===== src/sv/ppd_pkg.sv =====
package ppd_pkg;

    localparam int unsigned SAMPLE_W = 10;
    localparam int unsigned GAIN_W   = 10;
    localparam int unsigned FALL_W   = 12;
    localparam int unsigned CFG_W    = 12;
    // scaled value: 1023 * 1023 fits in 20 bits
    localparam int unsigned VAL_W    = SAMPLE_W + GAIN_W;
    // value plus a margin
    localparam int unsigned SUM_W    = VAL_W + 1;
    // signed peak level, range -1023 .. 1046529
    localparam int unsigned PEAK_W   = VAL_W + 1;
    // common signed width for compares
    localparam int unsigned CMP_W    = VAL_W + 3;

    // floor(4v/5) == (v * RECIP5) >> RECIP_SHIFT for v below 2^22
    localparam int unsigned RECIP_W     = 24;
    localparam int unsigned RECIP_SHIFT = 24;
    localparam logic [RECIP_W-1:0] RECIP5 = 24'd13421773;

    localparam logic [GAIN_W-1:0] GAIN_RESET = 10'd50;
    localparam logic [FALL_W-1:0] FALL_RESET = 12'd150;

    typedef enum logic [0:0] {
        REG_GAIN        = 1'b0,
        REG_FALL_MARGIN = 1'b1
    } t_reg_idx;

endpackage


===== src/sv/pulse_peak_detector.sv =====
// Pulse peak detector: each accepted 10-bit sample yields one beat word, 1 on
// the first sample of a new heartbeat peak. The sample is scaled by the gain
// register and compared against a tracked peak with hysteresis (rise margin =
// gain, fall margin = fall_margin). One sample is accepted every clock while the
// result slot is free or being taken; a word passes four register stages (input,
// multiply, divide-by-5 and margins, peak update and result) before o_out_valid rises.
// The whole pipeline advances together and holds while the result is not
// taken. Only the last stage carries the peak state, so consecutive samples
// never wait on one another. Registers are written through the plain write port;
// the user must write only while the block is idle (unenforced); index 0 is gain, index 1 is fall_margin.
module pulse_peak_detector (
    input  logic                        i_clk,
    input  logic                        i_rst_n,
    input  logic                        i_in_valid,
    output logic                        o_in_ready,
    input  logic [ppd_pkg::SAMPLE_W-1:0] i_sample,
    output logic                        o_out_valid,
    input  logic                        i_out_ready,
    output logic                        o_beat,
    input  logic                        i_cfg_we,
    input  logic [0:0]                  i_cfg_idx,
    input  logic [ppd_pkg::CFG_W-1:0]   i_cfg_data
);

    localparam int unsigned PROD_W = ppd_pkg::VAL_W + ppd_pkg::RECIP_W;

    logic [ppd_pkg::GAIN_W-1:0]   r_gain;
    logic [ppd_pkg::FALL_W-1:0]   r_fall;

    logic                         r_s1_valid, r_s2_valid, r_s3_valid, r_out_valid;
    logic [ppd_pkg::SAMPLE_W-1:0] r_s1_sample;
    logic [ppd_pkg::VAL_W-1:0]    r_s2_v;
    logic [ppd_pkg::VAL_W-1:0]    r_s3_v;
    logic [ppd_pkg::VAL_W-1:0]    r_s3_q;
    logic [ppd_pkg::SUM_W-1:0]    r_s3_vg;
    logic [ppd_pkg::SUM_W-1:0]    r_s3_vfm;
    logic                         r_beat;

    logic signed [ppd_pkg::PEAK_W-1:0] r_peak, n_peak;
    logic                              r_in_peak, n_in_peak;
    logic                              n_beat;

    logic                         advance;
    logic [PROD_W-1:0]            prod;

    logic signed [ppd_pkg::CMP_W-1:0] p_ext, v4_ext, q_ext, v_ext, vg_ext, vfm_ext;
    logic signed [ppd_pkg::CMP_W-1:0] g_ext, p_rst, p_upd;
    logic                             rise, fall;

    // whole pipeline moves when the result slot is free or being taken
    assign advance     = !r_out_valid || i_out_ready;
    assign o_in_ready  = advance;
    assign o_out_valid = r_out_valid;
    assign o_beat      = r_beat;

    // configuration
    always_ff @(posedge i_clk) begin
        if (!i_rst_n) begin
            r_gain <= ppd_pkg::GAIN_RESET;
            r_fall <= ppd_pkg::FALL_RESET;
        end else if (i_cfg_we) begin
            case (ppd_pkg::t_reg_idx'(i_cfg_idx))
                ppd_pkg::REG_GAIN:        r_gain <= i_cfg_data[ppd_pkg::GAIN_W-1:0];
                ppd_pkg::REG_FALL_MARGIN: r_fall <= i_cfg_data[ppd_pkg::FALL_W-1:0];
                default: ;
            endcase
        end
    end

    // floor(4v/5) by reciprocal multiply
    assign prod = PROD_W'(r_s2_v) * PROD_W'(ppd_pkg::RECIP5);

    // peak update
    always_comb begin
        p_ext   = ppd_pkg::CMP_W'(r_peak);
        v_ext   = $signed({3'b000, r_s3_v});
        v4_ext  = $signed({1'b0, r_s3_v, 2'b00});
        q_ext   = $signed({3'b000, r_s3_q});
        vg_ext  = $signed({2'b00, r_s3_vg});
        vfm_ext = $signed({2'b00, r_s3_vfm});
        g_ext   = $signed({{(ppd_pkg::CMP_W - ppd_pkg::GAIN_W){1'b0}}, r_gain});

        // sensor restart when value drops under a quarter of the peak
        p_rst = (v4_ext < p_ext) ? q_ext : p_ext;
        // v > p - g  and  v < p - fall written without subtraction
        rise  = vg_ext > p_rst;
        fall  = vfm_ext < p_rst;

        n_in_peak = r_in_peak;
        n_beat    = 1'b0;
        p_upd     = p_rst;
        if (rise) begin
            if (v_ext > p_rst) begin
                p_upd = v_ext;
            end
            n_beat    = !r_in_peak;
            n_in_peak = 1'b1;
        end else if (fall) begin
            n_in_peak = 1'b0;
            p_upd     = p_rst - g_ext;
        end
        n_peak = p_upd[ppd_pkg::PEAK_W-1:0];
    end

    // control and state
    always_ff @(posedge i_clk) begin
        if (!i_rst_n) begin
            r_s1_valid  <= 1'b0;
            r_s2_valid  <= 1'b0;
            r_s3_valid  <= 1'b0;
            r_out_valid <= 1'b0;
            r_peak      <= '0;
            r_in_peak   <= 1'b0;
        end else if (advance) begin
            r_s1_valid  <= i_in_valid;
            r_s2_valid  <= r_s1_valid;
            r_s3_valid  <= r_s2_valid;
            r_out_valid <= r_s3_valid;
            if (r_s3_valid) begin
                r_peak    <= n_peak;
                r_in_peak <= n_in_peak;
            end
        end
    end

    // payload
    always_ff @(posedge i_clk) begin
        if (advance) begin
            r_s1_sample <= i_sample;
            r_s2_v      <= ppd_pkg::VAL_W'(r_s1_sample) * ppd_pkg::VAL_W'(r_gain);
            r_s3_v      <= r_s2_v;
            r_s3_q      <= prod[ppd_pkg::RECIP_SHIFT +: ppd_pkg::VAL_W];
            r_s3_vg     <= ppd_pkg::SUM_W'(r_s2_v) + ppd_pkg::SUM_W'(r_gain);
            r_s3_vfm    <= ppd_pkg::SUM_W'(r_s2_v) + ppd_pkg::SUM_W'(r_fall);
            r_beat      <= n_beat;
        end
    end

    // a reported beat always leaves the block inside a peak
    a_beat_in_peak: assert property (@(posedge i_clk) disable iff (!i_rst_n)
        r_out_valid && r_beat |-> r_in_peak)
        else $error("beat reported while not in peak");

    // peak never decays below one gain step under zero
    a_peak_low: assert property (@(posedge i_clk) disable iff (!i_rst_n)
        r_peak >= -$signed(ppd_pkg::PEAK_W'(1023)))
        else $error("peak level below lower bound");

    // peak never exceeds the largest scaled value
    a_peak_high: assert property (@(posedge i_clk) disable iff (!i_rst_n)
        r_peak <= $signed(ppd_pkg::PEAK_W'(1046529)))
        else $error("peak level above upper bound");

    // a stalled pipeline leaves the peak state untouched
    a_stall_hold: assert property (@(posedge i_clk) disable iff (!i_rst_n)
        !advance |=> $stable(r_peak) && $stable(r_in_peak))
        else $error("peak state changed during stall");

endmodule


===== config.mk =====
export PLATFORM = sky130hd
export DESIGN_NAME = pulse_peak_detector
export DESIGN_NICKNAME = d
export VERILOG_FILES = /design/src/sv/ppd_pkg.sv /design/src/sv/pulse_peak_detector.sv
export SDC_FILE = /design/constraint.sdc
export NUM_CORES = 1
export LEC_CHECK = 0
export ABC_AREA = 1
export BUFFER_PORTS_ARGS = -buffer_cell sky130_fd_sc_hd__buf_2
export CORE_UTILIZATION = 48
export CTS_CLUSTER_SIZE = 40
export DETAILED_ROUTE_END_ITERATION = 8
export GPL_ROUTABILITY_DRIVEN = 0
export GPL_TIMING_DRIVEN = 0
export PLACE_DENSITY_LB_ADDON = 0.3
export SLEW_MARGIN = 20
export SYNTH_ARGS = -nofsm -noshare
export SYNTH_HDL_FRONTEND = slang
export SYNTH_SLANG_ARGS = --single-unit

===== constraint.sdc =====
create_clock -name i_clk -period 7.5 [get_ports i_clk]
set_input_delay 0.75 -clock i_clk [delete_from_list [all_inputs] [get_ports i_clk]]
set_output_delay 0.75 -clock i_clk [all_outputs]
set_load 0.1 [all_outputs]

-- Yosys cells after proc, flatten, opt, wreduce, memory -nomap -nowiden
Cells that the tools add are included.
- register bits after elaboration: 161
- output and inout bits: 3
- add/subtract/negate cells: 3
- multiply operators: 2
- order comparisons: 4
- mux-type cells: 6
- bitwise gates (word level): 1
- reductions and logical operators: 8
- operators by type and width (operator ; number):
    21-bit two-way mux ; 3
    20-bit by 24-bit multiplier with 44-bit output, second input constant ; 1
    21-bit by 23-bit > comparator with 1-bit output ; 1
    22-bit by 23-bit > comparator with 1-bit output ; 1
    22-bit by 23-bit less-than comparator with 1-bit output ; 1
    23-bit by 21-bit less-than comparator with 1-bit output ; 1
    23-bit two-way mux ; 1
    20-bit by 10-bit adder with 21-bit output ; 1
    20-bit by 12-bit adder with 21-bit output ; 1
    21-bit by 11-bit subtractor with 21-bit output ; 1
    10-bit by 10-bit multiplier with 20-bit output ; 1
    2-bit AND reduction ; 3
    3-bit AND reduction ; 1
    1-bit logical NOT ; 2
    1-bit two-way mux ; 2
    2-bit nonzero test ; 1
    1-bit logical OR ; 1
    1-bit inverter ; 1

-- Logic depth before layout (Yosys ltp)
Gate-level depths: netlist (run 1).
- depth after elaboration: 5
- mapped depth: 32
- mapped depth without buffers: 30

-- Least setup slack after synthesis (run 1)
No wires, ideal clock.
- path type: flip-flop to flip-flop
- start: reg r_s2_v[12] (netlist bit)
- end: reg r_s3_q[4] (netlist bit), data pin
- library setup time: 265 ps
- data arrival time: 5288 ps
- setup slack: 1947 ps
- cell stages (with the launch flop): 20
- buffers on the path: 0
- period minus slack after synthesis: 5553 ps
- cells stage by stage: edfxtp_1 > inv_1 > ha_1 > fa_1 > fa_1 > fa_1 > inv_1 > fa_1 > fa_1 > inv_1 > fa_1 > inv_1 > ha_1 > nand2_1 > nor2_1 > nand2_1 > nor4_1 > a21oi_1 > o21ai_0 > xor2_1
- longest elaborated chain between the ends: 1
- ends and longest elaborated chain (item ; RTL line ; text):
    start, declared ; pulse_peak_detector.sv:32 ; logic [ppd_pkg::VAL_W-1:0] r_s2_v;
    start signal, assigned ; pulse_peak_detector.sv:130 ; r_s2_v <= ppd_pkg::VAL_W'(r_s1_sample) * ppd_pkg::VAL_W'(r_gain);
    20-bit by 24-bit multiplier with 44-bit output ; pulse_peak_detector.sv:71 ; assign prod = PROD_W'(r_s2_v) * PROD_W'(ppd_pkg::RECIP5);
    named net prod[28] ; pulse_peak_detector.sv:44 ; logic [PROD_W-1:0] prod;
    end signal, assigned ; pulse_peak_detector.sv:132 ; r_s3_q <= prod[ppd_pkg::RECIP_SHIFT +: ppd_pkg::VAL_W];
    end, declared ; pulse_peak_detector.sv:34 ; logic [ppd_pkg::VAL_W-1:0] r_s3_q;
The timed path passes the listed nets, and every way through them passes these cells.
A chain may end at the register's enable or synchronous reset.

-- Worst setup path in the final report (run 1)
- start: reg r_s2_v[3] (netlist bit)
- end: reg r_s3_q[4] (netlist bit), data pin
The elaborated chain is that of the path after synthesis.

==> results of run 1 <==
[registers in the layout, indices dropped and copies added, names as in the netlist]
name	flops
r_s3_q	20
r_s3_v	20
r_s1_valid	1
r_s3_valid	1
r_gain	10
r_s2_valid	1
r_fall	12
r_peak	21
r_s3_vg	21
r_s2_v	20
o_beat	1
r_s1_sample	10
o_out_valid	1
r_in_peak	1
r_s3_vfm	21
[Yosys cell counts, types with 3 or more instances]
cell / number
nand2_1: 532
inv_1: 470
ha_1: 349
fa_1: 175
nor2_1: 154
a21oi_1: 137
nand3_1: 123
edfxtp_1: 113
o21ai_0: 90
xor2_1: 60
dfxtp_1: 48
clkbuf_1: 33
nand4_1: 30
xnor2_1: 28
a21o_1: 18
nor3_1: 17
a31oi_1: 14
buf_2: 9
or2_2: 9
nand3b_1: 8
nor4_1: 8
o21a_1: 8
o21bai_1: 7
o211ai_1: 6
o21ai_2: 6
o21ai_1: 5
o221ai_1: 4
a211oi_1: 3
buf_4: 3
buf_6: 3
o2111ai_1: 3
[metal layers]
metal	share of wire	vias up	routed length, um
met1	0.43	8079	23500
met2	0.46	636	25100
met5	0	-	0
li1	-	8206	-
met3	0.069	106	3770
met4	0.037	0	2010
[kinds of logic after synthesis]
| family | after synthesis |
|---|---|
| and+or+nand+nor | 892 |
| adders and majority gates | 524 |
| buffers and inverters | 523 |
| AOI/OAI and AO/OA | 311 |
| DFF | 161 |
| xor gates and xnor gates | 88 |
[worst max path at each step]
stage | from | end | depth (start not counted)
global placement | r_s2_v[11] | r_s3_q[4] | 19
global route | r_s2_v[3] | r_s3_q[19] | 25
CTS | r_s2_v[3] | r_s3_q[4] | 23
floorplan | r_s2_v[12] | r_s3_q[4] | 19
finish | r_s2_v[3] | r_s3_q[4] | 23
detailed placement | r_s2_v[11] | r_s3_q[4] | 19
[cells in the final DEF, fill, tap and decap left out, types with 9 or more instances in the layout]
cell,netlist,final
inv_1,470,469
clkbuf_16,0,17
nor3_1,17,17
a21oi_1,137,137
ha_1,349,349
clkbuf_1,33,34
buf_2,9,39
nand2_1,532,532
a31oi_1,14,14
fa_1,175,175
a21o_1,18,18
edfxtp_1,113,113
nand3_1,123,123
xor2_1,60,60
xnor2_1,28,28
nor2_1,154,154
or2_2,9,9
o21ai_0,90,90
dfxtp_1,48,48
nand4_1,30,30
[stage by stage]
step,cell area (um2),util
finish,21900,0.522
global route,21900,0.522
CTS,21900,0.522
detailed placement,21300,0.508
global placement,21300,0.507
floorplan,20500,-
[layout make-up]
cell class	count	area [um2]	area share
buffer	50	233	0.0106
clock buffer	18	429	0.0196
clock inverter	14	168	0.00764
inverter	473	1780	0.0811
multi-input combinational	1815	14100	0.644
sequential	161	4350	0.198
tap	539	674	0.0307
timing repair buffer	31	178	0.00810
[critical path: cells and delay by family (launching register included)]
family                   cells  cell delay, ns
flip-flops                   1            0.76
buffers and inverters        8            0.60
XOR/XNOR                     1            0.19
adder cells (fa/ha/maj)      8            3.52
AO/OA/AOI/OAI                6            1.21
==> results.cfg, run 1 <==
[run_status]
status = finished, final reports clean

[clocking]
htree_levels = 4
clock_sink_count = 161
numCtsBuffers = 17
cts_root_buf = clkbuf_16
cts_resized = 0
cts_tree = done
cts_setup_buffers = 0
clk_latency_ns = 0.45
clk_pin_slew_ns = 0.07
clockBufferDepth = 2
postCtsHoldBufs = 0

[worst_setup_path]
ff2ff_path_depth = 23
crit_path_end_kind = flop
start_kind = flop
reg2reg_setup_slack_ns = 0.92
timing.rr.start = r_s2_v[3]
rr_endpoint = r_s3_q[4]
worstSetupPathType = reg -> reg
path_cells = inv_1 -> ha_1 -> inv_1 -> fa_1 -> inv_1 -> fa_1 -> inv_1 -> fa_1 -> inv_1 -> fa_1 -> inv_1 -> fa_1 -> inv_1 -> fa_1 -> inv_1 -> ha_1 -> a21oi_1 -> o21ai_0 -> a21oi_1 -> o21ai_0 -> a21oi_1 -> o21ai_0 -> xor2_1
crit_slowest_cell = edfxtp_1
cp_max_fo = 7
crit_required_ns = 7.69
crit_top_cell = inv_1
cp.arrival_ns = 6.77
slowest_delay_ns = 0.76

[detailed_routing]
routedWlPerCell_um = 17.5
drc_errors = 0
routed_wl_um = 54300
vias_per_cell = 5.49
vias = 17027
ant_nets = 0
drtIter0Drc = 1489
dr.pass1.iters = 5

[hold_path]
holdCritPathClass = in -> reg
hold_end = r_s1_sample[3]
worstHoldStart = i_sample[3]
min_path_cells = 1

[final_layout]
antenna_cells = 0
syn2layout_area_growth_pct = 7.09
drive_above_1_share = 0.0402
fin_cells = 3101
nFillCells = 3852
fin_nets = 3101

[timing]
hold_ws_ns = 0.468
worst_pin_slew_ns = 1.03
rsz0062_at_grt = false
fin_crit_sh = 0.878
post-route-min-period_ns = 6.58
hold_violations = 0
fin_setup_tns_ns = 0
skew_ns = 0.0108
drv_slew = 0
slew_headroom = 0.314
fin_ws_ns = 0.918
finalSetupViolations = 0
fmax_ghz = 0.152

[synthesis]
yosys.area_share.simple = 0.182
yosysSeqAreaShare = 0.212
synth_area_mm2 = 0.0205
netlist_instances = 2499
ys_warn_count = 0
ys_top_cells_by_area = ha_1, fa_1, edfxtp_1
ys_seq_elements = 161
synth_mux_area_frac = 0
synth-compound-area-share = 0.0862
yosysTopAreaCell = ha_1
yosysUniqueCellTypes = 51
synth_xor_area_frac = 0.0376
synth_top_family_by_area = adder cells
synth_nets = 3051
synthArstFlopShare = 0
synth_top_area_frac = 0.213
ys.flop_type = edfxtp_1
syn_area_per_cell_um2 = 8.20
synth-adder-area-share = 0.384
synth_edf_count = 113

[floorplanning]
start_util = 0.487
ioPinCount = 31
dieWidth_um = 209
design.core.area_mm2 = 0.0420
die_h_um = 209
die_area_mm2 = 0.0435
rows = 75

[place]
portBuffers = 30
place_ws_ns = 1.03
dp.cells = 3069
dp_hpwl_um = 45600

[global_route]
use_met1 = 0.343
grt_max_degree = 85
top_usage_layer = met2
antenna_found_initial = 0
grt_pass1_wl_um = 87300
grt_pass1_vias = 16959
grt_overflow = 0
met3_usage = 0.0403
grtUsageTotal = 0.256
grtUsageMet2 = 0.418

[job]
cap_violations = 0
Power of run 1 is left out: the tool's default activity adds up to more than one toggle a clock period on the data nets, which glitch-free logic cannot reach.
==> run 2, diff against run 1 <==
--- a/config.mk
+++ b/config.mk
@@ -5,13 +5,14 @@
 export SDC_FILE = /design/constraint.sdc
 export NUM_CORES = 1
 export LEC_CHECK = 0
-export ABC_AREA = 1
 export BUFFER_PORTS_ARGS = -buffer_cell sky130_fd_sc_hd__buf_2
 export CORE_UTILIZATION = 48
+export CTS_CLUSTER_DIAMETER = 80
 export CTS_CLUSTER_SIZE = 40
 export DETAILED_ROUTE_END_ITERATION = 8
 export GPL_ROUTABILITY_DRIVEN = 0
 export GPL_TIMING_DRIVEN = 0
+export HOLD_SLACK_MARGIN = 0.06
 export PLACE_DENSITY_LB_ADDON = 0.3
 export SLEW_MARGIN = 20
 export SYNTH_ARGS = -nofsm -noshare
==> run 2 against run 1 <==
Net effect: cell count is 22% lower; area after synthesis is 9.7% lower; count of clock-buffer cells in the layout is 5 higher; maximum frequency is 6.7% lower; die area is 9.6% lower; critical path type unchanged; clock skew is 0.00066 ns higher; worst hold slack worse by 0.029 ns; cell area is 8.9% lower; highest routed layer unchanged.
==> results.cfg, run 2 <==
[run_status]
status = finished, final reports clean

[synthesis]
syn_area_per_cell_um2 = 10.0
yosysSeqAreaShare = 0.235
synth_edf_count = 113
yosys.area_share.simple = 0.111
synth-adder-area-share = 0.425
yosysTopAreaCell = ha_1
synth-compound-area-share = 0.111
synth_mux_area_frac = 0.00987
yosysUniqueCellTypes = 74
yosysMostFrequentCell = ha_1
synth_nets = 2396
ys_top_cells_by_count = ha_1, inv_1, nand2_1, fa_1, edfxtp_1
synth_area_mm2 = 0.0185
synth_xor_area_frac = 0.0407
ys.flop_type = edfxtp_1
netlist_instances = 1844
synthArstFlopShare = 0
ys_seq_elements = 161
synth_top_family_by_area = adder cells
ys_warn_count = 0
synth_top_area_frac = 0.236
ys_top_cells_by_area = ha_1, fa_1, edfxtp_1

[clocking]
cts_tree = done
cts_root_buf = clkbuf_16
clockBufferDepth = 2
clk_latency_ns = 0.45
postCtsHoldBufs = 0
htree_levels = 4
clock_sink_count = 161
cts_setup_buffers = 0
clk_pin_slew_ns = 0.07
numCtsBuffers = 17
cts_resized = 0

[timing]
hold_ws_ns = 0.439
fin_crit_sh = 0.940
worst_pin_slew_ns = 0.853
drv_slew = 0
finalSetupViolations = 0
post-route-min-period_ns = 7.05
hold_violations = 0
skew_ns = 0.0114
fmax_ghz = 0.142
slew_headroom = 0.432
rsz0062_at_grt = false

[final_layout]
syn2layout_area_growth_pct = 7.97
fin_nets = 2451
most-common-layout-cells = ha_1, inv_1, nand2_1
nFillCells = 3427
layout_commonest_cell = ha_1
multi_input_area_mm2 = 0.0129
regArea_mm2 = 0.00435
largest_registers = r_peak: 21 flops, r_s3_vfm: 21 flops, r_s3_vg: 21 flops
antenna_cells = 0
fin_cells = 2423
drive_above_1_share = 0.0497

[place]
portBuffers = 30
dp.cells = 2387
dp_hpwl_um = 37300

[detailed_routing]
routed_wl_um = 44800
vias_per_cell = 5.52
drtIter0Drc = 753
dr.pass1.iters = 5
vias = 13372
routedWlPerCell_um = 18.5
drc_errors = 0
ant_nets = 0

[worst_setup_path]
worstSetupPathType = reg -> reg
crit_required_ns = 7.70
crit_path_end_kind = flop
cp.arrival_ns = 7.25
timing.rr.start = r_s2_v[11]
crit_start = r_s2_v[11]
cp_max_fo = 10
ff2ff_path_depth = 21
start_kind = flop

[global_route]
grtUsageMet2 = 0.397
grt_max_degree = 57
use_met1 = 0.323
met3_usage = 0.0381
grt_pass1_vias = 13402
grtUsageTotal = 0.240
antenna_found_initial = 0
top_usage_layer = met2
grt_overflow = 0
grt_pass1_wl_um = 71500

[floorplanning]
start_util = 0.489
dieWidth_um = 198
die_h_um = 198
design.core.area_mm2 = 0.0378
rows = 71
die_area_mm2 = 0.0394
ioPinCount = 31

[hold_path]
min_path_cells = 2
holdCritPathClass = reg -> reg
worstHoldStart = r_peak[2]

[job]
cap_violations = 0
run 2: cell types whose count changed after synthesis, moves of 31 or more:
cell	before	now
a21o_1	18	49
nor2_1	154	64
o21ai_0	90	57
a21oi_1	137	64
and2_1	1	46
inv_1	470	293
xor2_1	60	22
nand3_1	123	29
nand2_1	532	180
xnor2_1	28	64
run 2: kinds of logic after synthesis:
family / count (synthesis)
adders and majority gates: 524
DFF: 161
xor gates and xnor gates: 86
and+or+nand+nor: 422
muxes: 18
buffers and inverters: 331
AOI/OAI and AO/OA: 302
run 2: area by class of cell:
cell class	instances	area share
multi-input cells	1352	0.646
flip-flops and latches	161	0.218
inverters	293	0.0550
well taps	511	0.0320
clock buffers	23	0.0250
repair buffers	37	0.0121
plain buffers	37	0.00745
clock inverters	9	0.00463
run 2: final timing paths:
| path | slack, ns | to |
|---|---|---|
| max | 0.45 | r_s3_q[19] |
| max reg2reg | 0.45 | r_s3_q[19] |
| min reg2reg | 0.44 | r_peak[2] |
| min | 0.44 | r_peak[2] |
run 2: metrics by stage:
step	cell area [um2]	worst slack (ns)	setup TNS [ns]	utilization
2_1_floorplan	18500	1.13	0	-
3_3_place_gp	19300	-0.674	-8.41	0.510
3_5_place_dp	19400	0.364	0	0.512
4_1_cts	20000	0.285	0	0.527
5_1_grt	20000	0.0584	0	0.528
6_report	20000	0.449	0	0.528
run 2: layer usage:
metal  part of all wire  vias to the layer above
li1                   -                     6387
met1               0.45                     6573
met2               0.48                      355
met3              0.050                       57
met4              0.024                        0
met5                  0                        -
run 2: critical path, stage by stage, from the launching register on:
cell	delay [ns]
edfxtp_1	0.84
ha_1	0.38
inv_1	0.09
fa_1	0.51
fa_1	0.57
fa_1	0.53
inv_1	0.06
fa_1	0.51
fa_1	0.55
inv_1	0.06
fa_1	0.50
inv_1	0.04
ha_1	0.31
o21a_1	0.13
o21ai_0	0.07
a211o_1	0.30
a21o_1	0.20
o2bb2ai_2	0.17
o21ai_0	0.46
a211oi_1	0.20
o21bai_1	0.20
xnor2_1	0.09
Power of run 2 is left out for the same reason.
==> run 3, diff against run 2 <==
--- a/config.mk
+++ b/config.mk
@@ -14,6 +14,7 @@
 export GPL_TIMING_DRIVEN = 0
 export HOLD_SLACK_MARGIN = 0.06
 export PLACE_DENSITY_LB_ADDON = 0.3
+export RECOVER_POWER = 100
 export SLEW_MARGIN = 20
 export SYNTH_ARGS = -nofsm -noshare
 export SYNTH_HDL_FRONTEND = slang
==> run 3 against run 2 <==
Net effect: the run now ends with max-capacitance violations, max-slew violations left; first-iteration DRC count rose by 8.5%; count of clock-buffer cells in the layout unchanged; non-clock buffer count unchanged; critical path depth did not move; cell area shrank 0.48%; largest cell class unchanged.
==> results.cfg, run 3 (same netlist as run 2, synthesis figures left out) <==
[timing]
hold_violations = 0
finalSetupViolations = 0
drv_slew = 106
fin_setup_tns_ns = 0
slew_headroom = -1.01
fmax_ghz = 0.142
fin_crit_sh = 0.939
skew_ns = 0.0125
post-route-min-period_ns = 7.04
rsz0062_at_grt = false
worst_pin_slew_ns = 3.01

[worst_setup_path]
rr_endpoint = r_s3_q[19]
path_cells = ha_1 -> inv_1 -> fa_1 -> fa_1 -> fa_1 -> inv_1 -> fa_1 -> fa_1 -> inv_1 -> fa_1 -> inv_1 -> ha_1 -> o21a_1 -> o21ai_0 -> a211o_1 -> a21o_1 -> o2bb2ai_2 -> o21ai_0 -> a211oi_1 -> o21bai_1 -> xnor2_1
start_kind = flop
slowest_delay_ns = 0.85
crit_path_end_kind = flop
crit_required_ns = 7.70
cp_top_family = adder cells
timing.rr.start = r_s2_v[11]
cp_max_fo = 10
worstSetupPathType = reg -> reg
crit_slowest_cell = edfxtp_1
worst-path-buf-inv = 4
reg2reg_setup_slack_ns = 0.46
ff2ff_path_depth = 21
crit_top_cell = fa_1
cp.arrival_ns = 7.24

[floorplanning]
rows = 71
ioPinCount = 31
die_area_mm2 = 0.0394
die_h_um = 198
design.core.area_mm2 = 0.0378
dieWidth_um = 198
start_util = 0.489

[detailed_routing]
dr.pass1.iters = 5
routedWlPerCell_um = 18.4
ant_nets = 0
drc_errors = 0
vias_per_cell = 5.51
routed_wl_um = 44600
vias = 13343
drtIter0Drc = 817

[clocking]
clock_sink_count = 161
htree_levels = 4
cts_tree = done
numCtsBuffers = 17
clk_latency_ns = 0.45
cts_root_buf = clkbuf_16
cts_resized = 0
clockBufferDepth = 2
postCtsHoldBufs = 0
clk_pin_slew_ns = 0.07
cts_setup_buffers = 0

[final_layout]
layout_commonest_cell = ha_1
nFillCells = 3446
drive_above_1_share = 0.0413
antenna_cells = 0
fin_nets = 2451
most-common-layout-cells = ha_1, inv_1, nand2_1
syn2layout_area_growth_pct = 7.45
largest_registers = r_peak: 21 flops, r_s3_vfm: 21 flops, r_s3_vg: 21 flops

[place]
portBuffers = 30
dp_hpwl_um = 37300

[global_route]
grt_pass1_vias = 13402
grt_overflow = 0
grt_max_degree = 57
antenna_found_initial = 0
grtUsageTotal = 0.240
grt_pass1_wl_um = 71500

[hold_path]
min_path_cells = 2
holdCritPathClass = reg -> reg
worstHoldStart = r_peak[2]
hold_end = r_peak[2]

[job]
cap_violations = 2

[run_status]
status = finished with violations
violations = max-capacitance violations, max-slew violations
==> run 3: how the worst max path moves through the flow <==
stage | from | to | slack [ns] | cells after the start
5_1_grt | r_s2_v[11] | r_s3_q[19] | 0.06 | 21
6_report | r_s2_v[11] | r_s3_q[19] | 0.46 | 21
4_1_cts | r_s2_v[12] | r_s3_q[19] | 0.29 | 21
2_1_floorplan | i_out_ready | r_peak[16] | 1.13 | 8
3_3_place_gp | i_out_ready | r_peak[16] | -0.67 | 9
3_5_place_dp | r_s2_v[12] | r_s3_q[19] | 0.36 | 21
==> run 3: metal layers <==
layer  vias up  routed length, um  global-route usage
met3        62               1970              0.0381
met5         -                  0                   0
met4         0               1080              0.0683
met1      6559              20200               0.323
li1       6388                  -                   -
met2       334              21300               0.397
==> run 3: layout make-up <==
class                      count  area, um2  area share
tap                          511        639      0.0321
clock buffer                  23        500      0.0252
timing repair buffer          37        189     0.00950
sequential                   161       4350       0.219
clock inverter                 9       92.6     0.00465
multi-input combinational   1352      12900       0.647
inverter                     293       1100      0.0553
buffer                        37        145     0.00730
==> run 3: metrics by stage <==
step | worst slack, ns | hold slack [ns] | cells | utilization | instance area, um2
final | 0.457 | 0.440 | 2423 | 0.526 | 19900
after global routing | 0.0584 | 0.452 | 2423 | 0.526 | 19900
after CTS | 0.285 | 0.444 | 2419 | 0.527 | 20000
after detailed placement | 0.364 | 0.435 | 2387 | 0.512 | 19400
after global placement | -0.674 | 0.428 | 2385 | 0.510 | 19300
after floorplan | 1.13 | 0.416 | 1844 | - | 18500
==> run 3: worst min-delay path, cell delays in order (launching register included) <==
cell and delay [ns]:
dfxtp_1 0.31, nand2_1 0.05, nand2_1 0.04
Power of run 3 is left out for the same reason.
